File: config.mk
export PLATFORM = sky130hd
export DESIGN_NAME = mag_hard_soft_iron_calibration
export DESIGN_NICKNAME = d
export VERILOG_FILES = /design/src/sv/mhsi_pkg.sv /design/src/sv/mhsi_div.sv /design/src/sv/mhsi_lane.sv /design/src/sv/mag_hard_soft_iron_calibration.sv
export SDC_FILE = /design/constraint.sdc
export NUM_CORES = 2
export LEC_CHECK = 0
export ABC_AREA = 0
export BUFFER_PORTS_ARGS = -buffer_cell sky130_fd_sc_hd__buf_2
export CORE_ASPECT_RATIO = 2
export CORE_MARGIN = 5
export CORE_UTILIZATION = 50
export CTS_CLUSTER_DIAMETER = 150
export DETAILED_ROUTE_END_ITERATION = 12
export PLACE_DENSITY = 0.63
export SYNTH_ARGS = -nofsm -noshare
export SYNTH_HDL_FRONTEND = slang
export SYNTH_SLANG_ARGS = --single-unit
File: constraint.sdc
create_clock -name i_clk -period 14.1 [get_ports i_clk]
set_input_delay 1.41 -clock i_clk [delete_from_list [all_inputs] [get_ports i_clk]]
set_output_delay 1.41 -clock i_clk [all_outputs]
set_load 0.05 [all_outputs]
File: src/sv/mhsi_pkg.sv
// Shared types and constants for the magnetometer hard/soft-iron calibration engine.
package mhsi_pkg;

    localparam int MAG_BITS  = 16;
    localparam int OUT_BITS  = 16;
    localparam int GAIN_BITS = 16;

    typedef enum logic [1:0] {
        OP_START   = 2'd0,
        OP_COLLECT = 2'd1,
        OP_FINISH  = 2'd2,
        OP_CORRECT = 2'd3
    } t_op;

    // per-cycle commands from the sequencer to every axis lane
    typedef struct packed {
        logic clear;
        logic collect;
        logic finish;
        logic div_go;
        logic diff;
        logic mul;
        logic sat;
    } t_lane_ctl;

endpackage

File: src/sv/mhsi_div.sv
// Restoring divider, one quotient bit per cycle; caller guarantees the quotient fits.
module mhsi_div #(
    parameter int NUM_BITS = 30,
    parameter int DEN_BITS = 18
) (
    input  logic                                i_clk,
    input  logic                                i_rst_n,
    input  logic                                i_start,
    input  logic [NUM_BITS-1:0]                 i_num,
    input  logic [DEN_BITS-1:0]                 i_den,
    output logic                                o_busy,
    output logic                                o_done,
    output logic [mhsi_pkg::GAIN_BITS-1:0]      o_quot
);

    localparam int QB = mhsi_pkg::GAIN_BITS;
    localparam int CW = $clog2(QB);

    logic          r_busy;
    logic          r_done;
    logic [CW-1:0] r_cnt;
    logic [DEN_BITS-1:0] r_rem;
    logic [DEN_BITS-1:0] r_den;
    logic [QB-1:0]       r_low;

    logic [DEN_BITS:0] trial;
    logic              ge;

    always_comb begin
        trial = {r_rem, r_low[QB-1]};
        ge    = (trial >= {1'b0, r_den});
    end

    always_ff @(posedge i_clk) begin
        if (!i_rst_n) begin
            r_busy <= 1'b0;
            r_done <= 1'b0;
            r_cnt  <= '0;
        end else begin
            r_done <= r_busy && (r_cnt == '0);
            if (i_start) begin
                r_busy <= 1'b1;
                r_cnt  <= CW'(QB - 1);
            end else if (r_busy) begin
                if (r_cnt == '0) begin
                    r_busy <= 1'b0;
                end
                r_cnt <= r_cnt - 1'b1;
            end
        end
    end

    // low word shifts out dividend bits and shifts in quotient bits
    always_ff @(posedge i_clk) begin
        if (i_start) begin
            r_rem <= DEN_BITS'(i_num >> QB);
            r_low <= i_num[QB-1:0];
            r_den <= i_den;
        end else if (r_busy) begin
            r_rem <= ge ? DEN_BITS'(trial - {1'b0, r_den}) : trial[DEN_BITS-1:0];
            r_low <= {r_low[QB-2:0], ge};
        end
    end

    assign o_busy = r_busy;
    assign o_done = r_done;
    assign o_quot = r_low;

endmodule

File: src/sv/mhsi_lane.sv
// One axis lane: min/max capture, offset, soft-iron scale and sample correction.
module mhsi_lane #(
    parameter int SAMPLE_BITS     = 16,
    parameter int SCALE_FRAC_BITS = 12
) (
    input  logic                          i_clk,
    input  logic                          i_rst_n,
    input  mhsi_pkg::t_lane_ctl           i_ctl,
    input  logic signed [15:0]            i_sample,
    input  logic signed [SAMPLE_BITS+2:0] i_total,
    output logic signed [SAMPLE_BITS:0]   o_span,
    output logic signed [15:0]            o_offset,
    output logic signed [15:0]            o_corr,
    output logic [15:0]                   o_scale,
    output logic                          o_busy
);

    localparam int SB   = SAMPLE_BITS;
    localparam int F    = SCALE_FRAC_BITS;
    localparam int EW   = (SB > mhsi_pkg::MAG_BITS) ? SB : mhsi_pkg::MAG_BITS;
    localparam int DW   = SB + 2;
    localparam int NW   = SB + 2 + F;
    localparam int PW   = SB + 1 + mhsi_pkg::GAIN_BITS + 1;
    localparam int CMPW = DW + mhsi_pkg::GAIN_BITS;

    localparam logic signed [SB-1:0] SMAX = {1'b0, {(SB-1){1'b1}}};
    localparam logic signed [SB-1:0] SMIN = {1'b1, {(SB-1){1'b0}}};
    localparam logic [15:0] UNITY = (F >= 16) ? 16'hFFFF : 16'(1 << F);
    localparam logic signed [PW-1:0] OMAX = PW'(32767);
    localparam logic signed [PW-1:0] OMIN = PW'(-32768);

    logic signed [SB-1:0] r_min;
    logic signed [SB-1:0] r_max;
    logic signed [SB-1:0] r_offset;
    logic [15:0]          r_scale;
    logic signed [SB:0]   r_span;
    logic signed [SB:0]   r_diff;
    logic signed [PW-1:0] r_prod;
    logic signed [15:0]   r_corr;

    logic signed [EW-1:0] s_ext;
    logic signed [SB-1:0] s_clamp;
    logic signed [SB:0]   mid_sum;
    logic signed [SB:0]   mid_new;
    logic signed [SB:0]   span_new;
    logic [SB-1:0]        span_u;
    logic [DW-1:0]        den;
    logic [NW-1:0]        num;
    logic                 span_pos;
    logic                 total_pos;
    logic                 sat_q;
    logic                 div_start;
    logic signed [PW-1:0] prod_sh;
    logic signed [EW-1:0] off_ext;
    logic                 div_busy;
    logic                 div_done;
    logic [15:0]          div_quot;

    always_comb begin
        s_ext = EW'(i_sample);
        if (s_ext > EW'(SMAX)) begin
            s_clamp = SMAX;
        end else if (s_ext < EW'(SMIN)) begin
            s_clamp = SMIN;
        end else begin
            s_clamp = SB'(s_ext);
        end
        mid_sum   = {r_max[SB-1], r_max} + {r_min[SB-1], r_min};
        mid_new   = mid_sum >>> 1;
        span_new  = {r_max[SB-1], r_max} - {r_min[SB-1], r_min};
        span_u    = r_span[SB-1:0];
        den       = {1'b0, span_u, 1'b0} + {2'b00, span_u};
        num       = {i_total[SB+1:0], {F{1'b0}}};
        span_pos  = (r_span > 0);
        total_pos = (i_total > 0);
        // quotient would not fit in 16 bits
        sat_q     = (CMPW'(num) >= {den, {mhsi_pkg::GAIN_BITS{1'b0}}});
        div_start = i_ctl.div_go && span_pos && total_pos && !sat_q;
        prod_sh   = r_prod >>> F;
        off_ext   = EW'(r_offset);
    end

    mhsi_div #(
        .NUM_BITS (NW),
        .DEN_BITS (DW)
    ) u_div (
        .i_clk   (i_clk),
        .i_rst_n (i_rst_n),
        .i_start (div_start),
        .i_num   (num),
        .i_den   (den),
        .o_busy  (div_busy),
        .o_done  (div_done),
        .o_quot  (div_quot)
    );

    always_ff @(posedge i_clk) begin
        if (!i_rst_n) begin
            r_min    <= SMAX;
            r_max    <= SMIN;
            r_offset <= '0;
            r_scale  <= UNITY;
        end else begin
            if (i_ctl.clear) begin
                r_min <= SMAX;
                r_max <= SMIN;
            end
            if (i_ctl.collect) begin
                if (s_clamp < r_min) r_min <= s_clamp;
                if (s_clamp > r_max) r_max <= s_clamp;
            end
            if (i_ctl.finish) begin
                r_offset <= mid_new[SB-1:0];
            end
            if (i_ctl.div_go) begin
                if (!span_pos) begin
                    r_scale <= UNITY;
                end else if (!total_pos) begin
                    r_scale <= '0;
                end else if (sat_q) begin
                    r_scale <= 16'hFFFF;
                end
            end
            if (div_done) begin
                r_scale <= div_quot;
            end
        end
    end

    always_ff @(posedge i_clk) begin
        if (i_ctl.finish) begin
            r_span <= span_new;
        end
        if (i_ctl.diff) begin
            r_diff <= {s_clamp[SB-1], s_clamp} - {r_offset[SB-1], r_offset};
        end
        if (i_ctl.mul) begin
            r_prod <= r_diff * $signed({1'b0, r_scale});
        end
        if (i_ctl.sat) begin
            if (prod_sh > OMAX) begin
                r_corr <= 16'sh7FFF;
            end else if (prod_sh < OMIN) begin
                r_corr <= 16'sh8000;
            end else begin
                r_corr <= 16'(prod_sh);
            end
        end
    end

    assign o_span   = r_span;
    assign o_offset = off_ext[15:0];
    assign o_corr   = r_corr;
    assign o_scale  = r_scale;
    assign o_busy   = div_busy;

endmodule

File: src/sv/mag_hard_soft_iron_calibration.sv
// Magnetometer hard/soft-iron min/max calibration engine, three axis lanes and sequencer.
//
// Input stream: one request per beat. s_axis_tuser = {sample_ok, operation};
// s_axis_tdata = {mag_z, mag_y, mag_x}. Operations: start capture, collect a
// sample into the per-axis min/max, finish (offset = floor((max+min)/2),
// scale = sum of spans / (3*span) in Q4.12), correct a sample.
// Output stream: one result per request. m_axis_tdata = {gain_z, gain_y,
// gain_x, out_z, out_y, out_x}; m_axis_tuser = status (1 = ignored).
// Steps from accept to m_axis_tvalid: start, collect and any ignored request go
// from the execute step straight to the result step; correct passes through
// subtract, multiply and saturate; finish sums the spans, then waits for the
// 16-step divider each axis lane owns (no wait when no axis needs a division).
// One request is in work at a time; the next is taken once the previous result
// sits in the output register, and a request may be accepted while that result
// waits for m_axis_tready. A stalled output holds the sequencer in its result
// step until the register frees.
// Reset (i_rst_n low, synchronous) disarms capture, sets min/max to the
// sample extremes, offsets to 0 and scales to 1.0, and empties the output.
module mag_hard_soft_iron_calibration #(
    parameter int SAMPLE_BITS     = 16,
    parameter int SCALE_FRAC_BITS = 12
) (
    input  logic        i_clk,
    input  logic        i_rst_n,
    input  logic        s_axis_tvalid,
    output logic        s_axis_tready,
    input  logic [47:0] s_axis_tdata,   // mag_x, mag_y, mag_z
    input  logic [2:0]  s_axis_tuser,   // operation[1:0], sample_ok
    output logic        m_axis_tvalid,
    input  logic        m_axis_tready,
    output logic [95:0] m_axis_tdata,   // out_x, out_y, out_z, gain_x, gain_y, gain_z
    output logic        m_axis_tuser    // status
);

    localparam int SB = SAMPLE_BITS;

    typedef enum logic [2:0] {
        ST_IDLE,
        ST_EXEC,
        ST_TOTAL,
        ST_DIVGO,
        ST_DIVWAIT,
        ST_MUL,
        ST_SAT,
        ST_RESULT
    } t_state;

    t_state               r_state;
    mhsi_pkg::t_op        r_op;
    logic                 r_ok;
    logic                 r_capture;
    logic                 r_status;
    logic signed [15:0]   r_mag [3];
    logic signed [SB+2:0] r_total;
    logic                 r_m_valid;
    logic [95:0]          r_m_data;
    logic                 r_m_user;

    mhsi_pkg::t_lane_ctl  lane_ctl;
    logic signed [SB:0]   lane_span [3];
    logic signed [15:0]   lane_offset [3];
    logic signed [15:0]   lane_corr [3];
    logic [15:0]          lane_scale [3];
    logic [2:0]           lane_busy;
    logic [15:0]          res_val [3];
    logic                 out_free;

    assign s_axis_tready = (r_state == ST_IDLE);
    assign out_free      = !r_m_valid || m_axis_tready;

    always_comb begin
        lane_ctl         = '0;
        lane_ctl.clear   = (r_state == ST_EXEC) && (r_op == mhsi_pkg::OP_START);
        lane_ctl.collect = (r_state == ST_EXEC) && (r_op == mhsi_pkg::OP_COLLECT)
                           && r_capture && r_ok;
        lane_ctl.finish  = (r_state == ST_EXEC) && (r_op == mhsi_pkg::OP_FINISH)
                           && r_capture;
        lane_ctl.diff    = (r_state == ST_EXEC) && (r_op == mhsi_pkg::OP_CORRECT) && r_ok;
        lane_ctl.div_go  = (r_state == ST_DIVGO);
        lane_ctl.mul     = (r_state == ST_MUL);
        lane_ctl.sat     = (r_state == ST_SAT);
    end

    for (genvar g = 0; g < 3; g++) begin : g_lane
        mhsi_lane #(
            .SAMPLE_BITS     (SAMPLE_BITS),
            .SCALE_FRAC_BITS (SCALE_FRAC_BITS)
        ) u_lane (
            .i_clk    (i_clk),
            .i_rst_n  (i_rst_n),
            .i_ctl    (lane_ctl),
            .i_sample (r_mag[g]),
            .i_total  (r_total),
            .o_span   (lane_span[g]),
            .o_offset (lane_offset[g]),
            .o_corr   (lane_corr[g]),
            .o_scale  (lane_scale[g]),
            .o_busy   (lane_busy[g])
        );

        always_comb begin
            if (r_status) begin
                res_val[g] = '0;
            end else if (r_op == mhsi_pkg::OP_FINISH) begin
                res_val[g] = lane_offset[g];
            end else if (r_op == mhsi_pkg::OP_CORRECT) begin
                res_val[g] = lane_corr[g];
            end else begin
                res_val[g] = '0;
            end
        end
    end

    always_ff @(posedge i_clk) begin
        if (!i_rst_n) begin
            r_state   <= ST_IDLE;
            r_capture <= 1'b0;
            r_m_valid <= 1'b0;
        end else begin
            if (r_state == ST_RESULT && out_free) begin
                r_m_valid <= 1'b1;
            end else if (m_axis_tready) begin
                r_m_valid <= 1'b0;
            end
            case (r_state)
                ST_IDLE: begin
                    if (s_axis_tvalid) begin
                        r_state <= ST_EXEC;
                    end
                end
                ST_EXEC: begin
                    case (r_op)
                        mhsi_pkg::OP_START: begin
                            r_capture <= 1'b1;
                            r_state   <= ST_RESULT;
                        end
                        mhsi_pkg::OP_FINISH: begin
                            if (r_capture) begin
                                r_capture <= 1'b0;
                                r_state   <= ST_TOTAL;
                            end else begin
                                r_state   <= ST_RESULT;
                            end
                        end
                        mhsi_pkg::OP_CORRECT: begin
                            r_state <= r_ok ? ST_MUL : ST_RESULT;
                        end
                        default: r_state <= ST_RESULT;
                    endcase
                end
                ST_TOTAL:   r_state <= ST_DIVGO;
                ST_DIVGO:   r_state <= ST_DIVWAIT;
                ST_DIVWAIT: begin
                    if (lane_busy == '0) r_state <= ST_RESULT;
                end
                ST_MUL:     r_state <= ST_SAT;
                ST_SAT:     r_state <= ST_RESULT;
                ST_RESULT: begin
                    if (out_free) begin
                        r_state <= ST_IDLE;
                    end
                end
                default:    r_state <= ST_IDLE;
            endcase
        end
    end

    always_ff @(posedge i_clk) begin
        if (r_state == ST_IDLE && s_axis_tvalid) begin
            r_op     <= mhsi_pkg::t_op'(s_axis_tuser[1:0]);
            r_ok     <= s_axis_tuser[2];
            r_mag[0] <= s_axis_tdata[15:0];
            r_mag[1] <= s_axis_tdata[31:16];
            r_mag[2] <= s_axis_tdata[47:32];
        end
        if (r_state == ST_EXEC) begin
            case (r_op)
                mhsi_pkg::OP_COLLECT: r_status <= !r_capture || !r_ok;
                mhsi_pkg::OP_FINISH:  r_status <= !r_capture;
                mhsi_pkg::OP_CORRECT: r_status <= !r_ok;
                default:              r_status <= 1'b0;
            endcase
        end
        if (r_state == ST_TOTAL) begin
            r_total <= (SB+3)'(lane_span[0]) + (SB+3)'(lane_span[1])
                       + (SB+3)'(lane_span[2]);
        end
        if (r_state == ST_RESULT && out_free) begin
            r_m_data <= {lane_scale[2], lane_scale[1], lane_scale[0],
                         res_val[2], res_val[1], res_val[0]};
            r_m_user <= r_status;
        end
    end

    assign m_axis_tvalid = r_m_valid;
    assign m_axis_tdata  = r_m_data;
    assign m_axis_tuser  = r_m_user;

    a_finish_disarms: assert property (@(posedge i_clk) disable iff (!i_rst_n)
        (r_state == ST_EXEC && r_op == mhsi_pkg::OP_FINISH && r_capture) |=> !r_capture)
        else $error("finish did not disarm capture");

    a_div_only_in_wait: assert property (@(posedge i_clk) disable iff (!i_rst_n)
        (lane_busy != '0) |-> (r_state == ST_DIVWAIT))
        else $error("lane divider busy outside divide wait");

    a_result_source: assert property (@(posedge i_clk) disable iff (!i_rst_n)
        $rose(m_axis_tvalid) |-> ($past(r_state) == ST_RESULT))
        else $error("output valid raised outside result step");

    a_ignored_zero: assert property (@(posedge i_clk) disable iff (!i_rst_n)
        (m_axis_tvalid && m_axis_tuser) |-> (m_axis_tdata[47:0] == '0))
        else $error("ignored request carries nonzero outputs");

endmodule

Word-level counts from Yosys, hierarchy flattened
Memories as Yosys holds them, arrays and structs flattened.
Index checks and enable logic that the tools add are counted.
- input port bits: 55
- word-level logic and storage cells: 266
- output and inout bits: 99
- flip-flop bits (word level): 743
- memories: 1
- RAM bits: 48
- memory list (memory ; depth ; bits a word ; read ports ; clocked after memory_dff ; wr ports ; line ; RTL):
    r_mag ; 3 ; 16 ; 3 ; 0 ; 3 ; mag_hard_soft_iron_calibration.sv:53 ; logic signed [15:0] r_mag [3];
- reductions and logical operators: 49
- $add $sub $neg: 20
- eq/ne operators: 16
- order comparisons: 28
- multipliers: 3
- muxes and demuxes: 91
- operator list (cell ; count):
    $mux W16 ; 54
    $ge A30 B34 Y1 ; 3
    $mul A17 B17 Y34 ; 3
    $sub A16 B16 Y17 ; 6
    $mux W14 ; 6
    $gt A22 B16 Y1 const B ; 3
    $lt A22 B16 Y1 const B ; 3
    $ge A19 B18 Y1 ; 3
    $add A17 B16 Y18 ; 3
    $mux W18 ; 3
    $sub A18 B18 Y18 ; 3
    $add A16 B16 Y17 ; 3
    $gt A17 B1 Y1 const B ; 3
    $gt A16 B16 Y1 ; 3
    $gt A16 B16 Y1 const B ; 3
    $lt A16 B16 Y1 ; 3
    $lt A16 B16 Y1 const B ; 3
    $mux W4 ; 6
    $pmux W3 S8 ; 1
    $logic_and A1 B1 Y1 ; 22
    $add A18 B17 Y19 ; 1
    $gt A19 B1 Y1 const B ; 1
    $add A17 B17 Y18 ; 1
    $reduce_bool A2 Y1 ; 8
    21 further kinds ; 59

Longest topological paths before layout
- word-level depth: 7
- depth in mapped cells: 26
- gate-level depth less buffers: 25

Modules after synthesis
A second synthesis with hierarchy kept.
- cells, all modules: 7698
- area, all modules: 75444.9 um^2
- modules (own cells, without submodules) (module ; times used ; area each (um^2) ; sequential area each (um^2) ; cells each):
    mhsi_lane at g_lane[1].u_lane ; 1 ; 19382.3 ; 3443.3 ; 2129
    mhsi_lane at g_lane[0].u_lane ; 1 ; 19083.3 ; 3443.3 ; 2075
    mhsi_lane at g_lane[2].u_lane ; 1 ; 19030.8 ; 3443.3 ; 2062
    mhsi_div ; 3 ; 3507.1 ; 1641.6 ; 323
    mag_hard_soft_iron_calibration ; 1 ; 7427.1 ; 5144.9 ; 463

Worst setup path before layout
OpenSTA, ideal clock, no wires.
- kind: flip-flop to flip-flop
- from: register g_lane[1].u_lane.r_scale[2]
- to: register g_lane[1].u_lane.r_prod[33], data pin
- library setup time: 0.260 ns
- required time: 13.840 ns
- buffers on the path: 2
- setup slack: 7.360 ns
- cell stages (with the launch flop): 24
- period minus slack after synthesis: 6.740 ns
- arrival time: 6.480 ns
- cells stage by stage: dfxtp_1 -> clkbuf_1 -> clkbuf_1 -> nand2_1 -> fa_1 -> fa_1 -> fa_1 -> fa_1 -> inv_1 -> fa_1 -> inv_1 -> fa_1 -> inv_1 -> ha_1 -> a21o_1 -> a211oi_1 -> a21oi_1 -> a41oi_1 -> o31ai_1 -> a221oi_1 -> o21ai_0 -> a211o_1 -> a21oi_1 -> xnor2_1
- cells in the longest elaborated chain, start to end: 1
- ends and longest elaborated chain (item ; line ; RTL):
    start, declared ; mhsi_lane.sv:35 ; logic [15:0] r_scale;
    start signal, assigned ; mhsi_lane.sv:125 ; r_scale <= div_quot;
    $mul A17 B17 Y34 ; mhsi_lane.sv:138 ; r_prod <= r_diff * $signed({1'b0, r_scale});
    end signal, assigned ; mhsi_lane.sv:138 ;
    end, declared ; mhsi_lane.sv:38 ; logic signed [PW-1:0] r_prod;
No other way between the ends.
A chain may end at the register's enable or synchronous reset.

Worst setup path in the final report
Same ends and word-level chain as after synthesis.

==> results.ini <==
[status]
status=finished clean

[yosys]
syn_nets=9229
synth_top_area_cell=fa_1
async_flop_share=0
syn_area_per_cell_um2=9.65
synth_cells=7627
synth_edf_count=492
synth_common_cells=inv_1 (1480), fa_1 (864), ha_1 (683)
synthesis.area_um2=73600
synth_most_common_cell=inv_1
yosys.cell_types.count=93
yosys-top-cells-area=fa_1 (24%), edfxtp_1 (20%), ha_1 (12%), inv_1 (7.6%), dfxtp_1 (7.2%)
synth_ff_type=edfxtp_1
yosysSeqAreaShare=0.272
synth_top_area_frac=0.235
yosysWarnings=0
synth_seq_cells=755

[sta]
tns_ns=0
fin_crit_ns=7.59
skew_ns=0.0383
finalSetupViolCount=0
drv_slew=0
max_freq_mhz=132
hold_viol_final=0
timing.final.crit_share=0.538
timing.hold.ws_ns=0.441
rsz0062_at_grt=false
worstMarginPinSlew_ns=1.36
slew-limit-headroom=0.0924

[clocking]
clock_latency_ns=0.72
clk_pin_slew_ns=0.06
cts_hold_buf=0
cts-resized-gates=0
h-tree-depth=3
cts_tree=done
post_cts_buffers=0
cts-root-buf=clkbuf_16
clock_path_buffers=3
clock-sinks=755
cts_buffers=80

[place]
io_buffer_count=153
dp_hpwl_mm=169
placed_cell_area_um2=76100
place_inst=9440
gp_congestion=0.923

[grt]
grt.overflow.total=0
antenna_found_initial=4
gr-usage-all-layers=0.273
grt_max_degree=86
met2_usage=0.521
use_met3=0.0307
grt_pass1_vias=58100
use_met1=0.262
busiest_layer=met2
grt_pass1_wl_mm=326

[power]
total_leakage_power_nw=36.8
vdd_drop_max_uv=112
powerDensity_nw_per_um2=112

[worst_setup_path]
crit_path_frequent_cell=fa_1
endpoint_kind=register
r2r_cells=21
required_ns=14.53
cp_data_arrival_time_ns=8.02
worst_r2r_endpoint=g_lane[1].u_lane.r_prod[33]
worstPathMaxFanout=19
crit_slowest_cell=dfxtp_1
crit_type=reg2reg
reg2reg_slack_ns=6.51
slowest_delay_ns=0.81
r2r_start=g_lane[1].u_lane.o_scale[2]
start_kind=register
path_cells=nand2_1 -> fa_1 -> fa_1 -> fa_1 -> fa_1 -> inv_1 -> fa_1 -> inv_1 -> fa_1 -> inv_1 -> ha_1 -> a21o_1 -> a211oi_1 -> a21oi_1 -> a41oi_1 -> o31ai_1 -> a221oi_1 -> o21ai_0 -> a211o_1 -> a21oi_1 -> xnor2_1

[layout]
area_growth_pct=7.22
stdcell_area_um2=78900
nNetsFinal=9215
final_cell_count_no_fill=9592
layout-drive-gt1-share=0.0637

[drt]
drc=0
dr.pass1.iters=6
vias=53100
final_antenna_net_count=0
wire_per_inst_um=22.0
wl_mm=211
drt_iter0_drc=2513
viasPerCell=5.53

[floorplanning]
rows=199
core-area_um2=147000
ios=154
start_util=0.502
die_area_um2=155000
die_x_um=281
chipHeight_um=552

[min_path]
hold_end=m_axis_tdata[74]
hold_path.class=reg2reg
hold_depth=0
holdCritStartpoint=g_lane[1].u_lane.o_scale[10]

[flow_run]
cap_violations=0

## power by group
part / switching (mW) / leakage (nW) / internal [mW]
Combinational: 2.15 / 28.8 / 1.53
Sequential: 0.169 / 6.62 / 2.64
Clock: 1.03 / 1.34 / 1.28
Total: 3.35 / 36.8 / 5.45
## layout by cell type (no fill, tap or decap), drive strengths merged, types with 139 or more instances in the layout
cell type     n
fa          864
and2        336
ha          683
nand2       651
dfxtp       263
buf         232
nor2        460
nor3        148
xnor2       201
mux2i       139
o21ai       176
inv        1488
edfxtp      492
a21oi       310
## cell type report
type	count	area [um2]
multi-input combinational	5061	46700
timing repair buffer	232	1360
clock buffer	106	2260
fill	13100	67800
inverter	1483	5570
antenna	2	5.00
clock inverter	44	509
tap	1909	2390
sequential	755	20000
## state kept, by name, summed over array words and instances (netlist names), 19 cells and up
name and flops:
m_axis_tdata 96, g_lane.u_lane.r_prod 66, g_lane.u_lane.u_div.r_den 54, g_lane.u_lane.u_div.r_rem 54, g_lane.u_lane.o_span 51, g_lane.u_lane.r_diff 51, g_lane.u_lane.o_corr 48, g_lane.u_lane.o_offset 48
g_lane.u_lane.o_scale 48, g_lane.u_lane.r_max 48, g_lane.u_lane.r_min 48, g_lane.u_lane.u_div.o_quot 48, r_mag 48, r_total 19
## logic make-up (layout without fill, tap and decap cells)
family | count (synthesis) | after routing | share of synthesized area
buffers and inverters | 1811 | 1865 | 0.0933
adder cells (fa/ha/maj) | 1547 | 1547 | 0.351
XOR/XNOR | 271 | 271 | 0.0323
multiplexers | 182 | 182 | 0.0259
AND/OR/NAND/NOR | 2053 | 2053 | 0.135
AO/OA/AOI/OAI | 1008 | 1008 | 0.0902
other | 0 | 2 | 0
flip-flops | 755 | 755 | 0.272
## worst max path at each step
stage	start	end	slack, ns	depth (start not counted)
after floorplan	g_lane[1].u_lane.o_scale[2]	g_lane[1].u_lane.r_prod[33]	7.36	23
final	g_lane[1].u_lane.o_scale[2]	g_lane[1].u_lane.r_prod[33]	6.51	21
after global placement	g_lane[1].u_lane.o_scale[2]	g_lane[1].u_lane.r_prod[33]	6.51	21
after global routing	g_lane[1].u_lane.o_scale[2]	g_lane[1].u_lane.r_prod[33]	5.97	21
after CTS	g_lane[1].u_lane.o_scale[2]	g_lane[1].u_lane.r_prod[33]	6.40	21
after detailed placement	g_lane[1].u_lane.o_scale[2]	g_lane[1].u_lane.r_prod[33]	6.41	21
## worst max-delay path: cells and delay by family (launching register included)
family / cells / cell delay [ns]
adder cells (fa/ha/maj): 7 / 3.41
XOR/XNOR: 1 / 0.09
AO/OA/AOI/OAI: 9 / 2.71
buffers and inverters: 3 / 0.14
AND/OR/NAND/NOR: 1 / 0.17
flip-flops: 1 / 0.81
## metal layers
layer	vias to the layer above	part of all wire
met5	-	0.000062
li1	24500	-
met4	2	0.097
met2	1361	0.55
met1	26500	0.32
met3	724	0.036
## per-stage QoR
stage               setup slack (ns)  utilization  total power [mW]
CTS                             6.40        0.538              8.93
finish                          6.51        0.538              8.80
global placement                6.51        0.519              6.53
global route                    5.97        0.538              9.44
detailed placement              6.41        0.519              6.58
floorplan                       7.36            -              5.47
No activity file was read; power rests on OpenSTA's default activity.
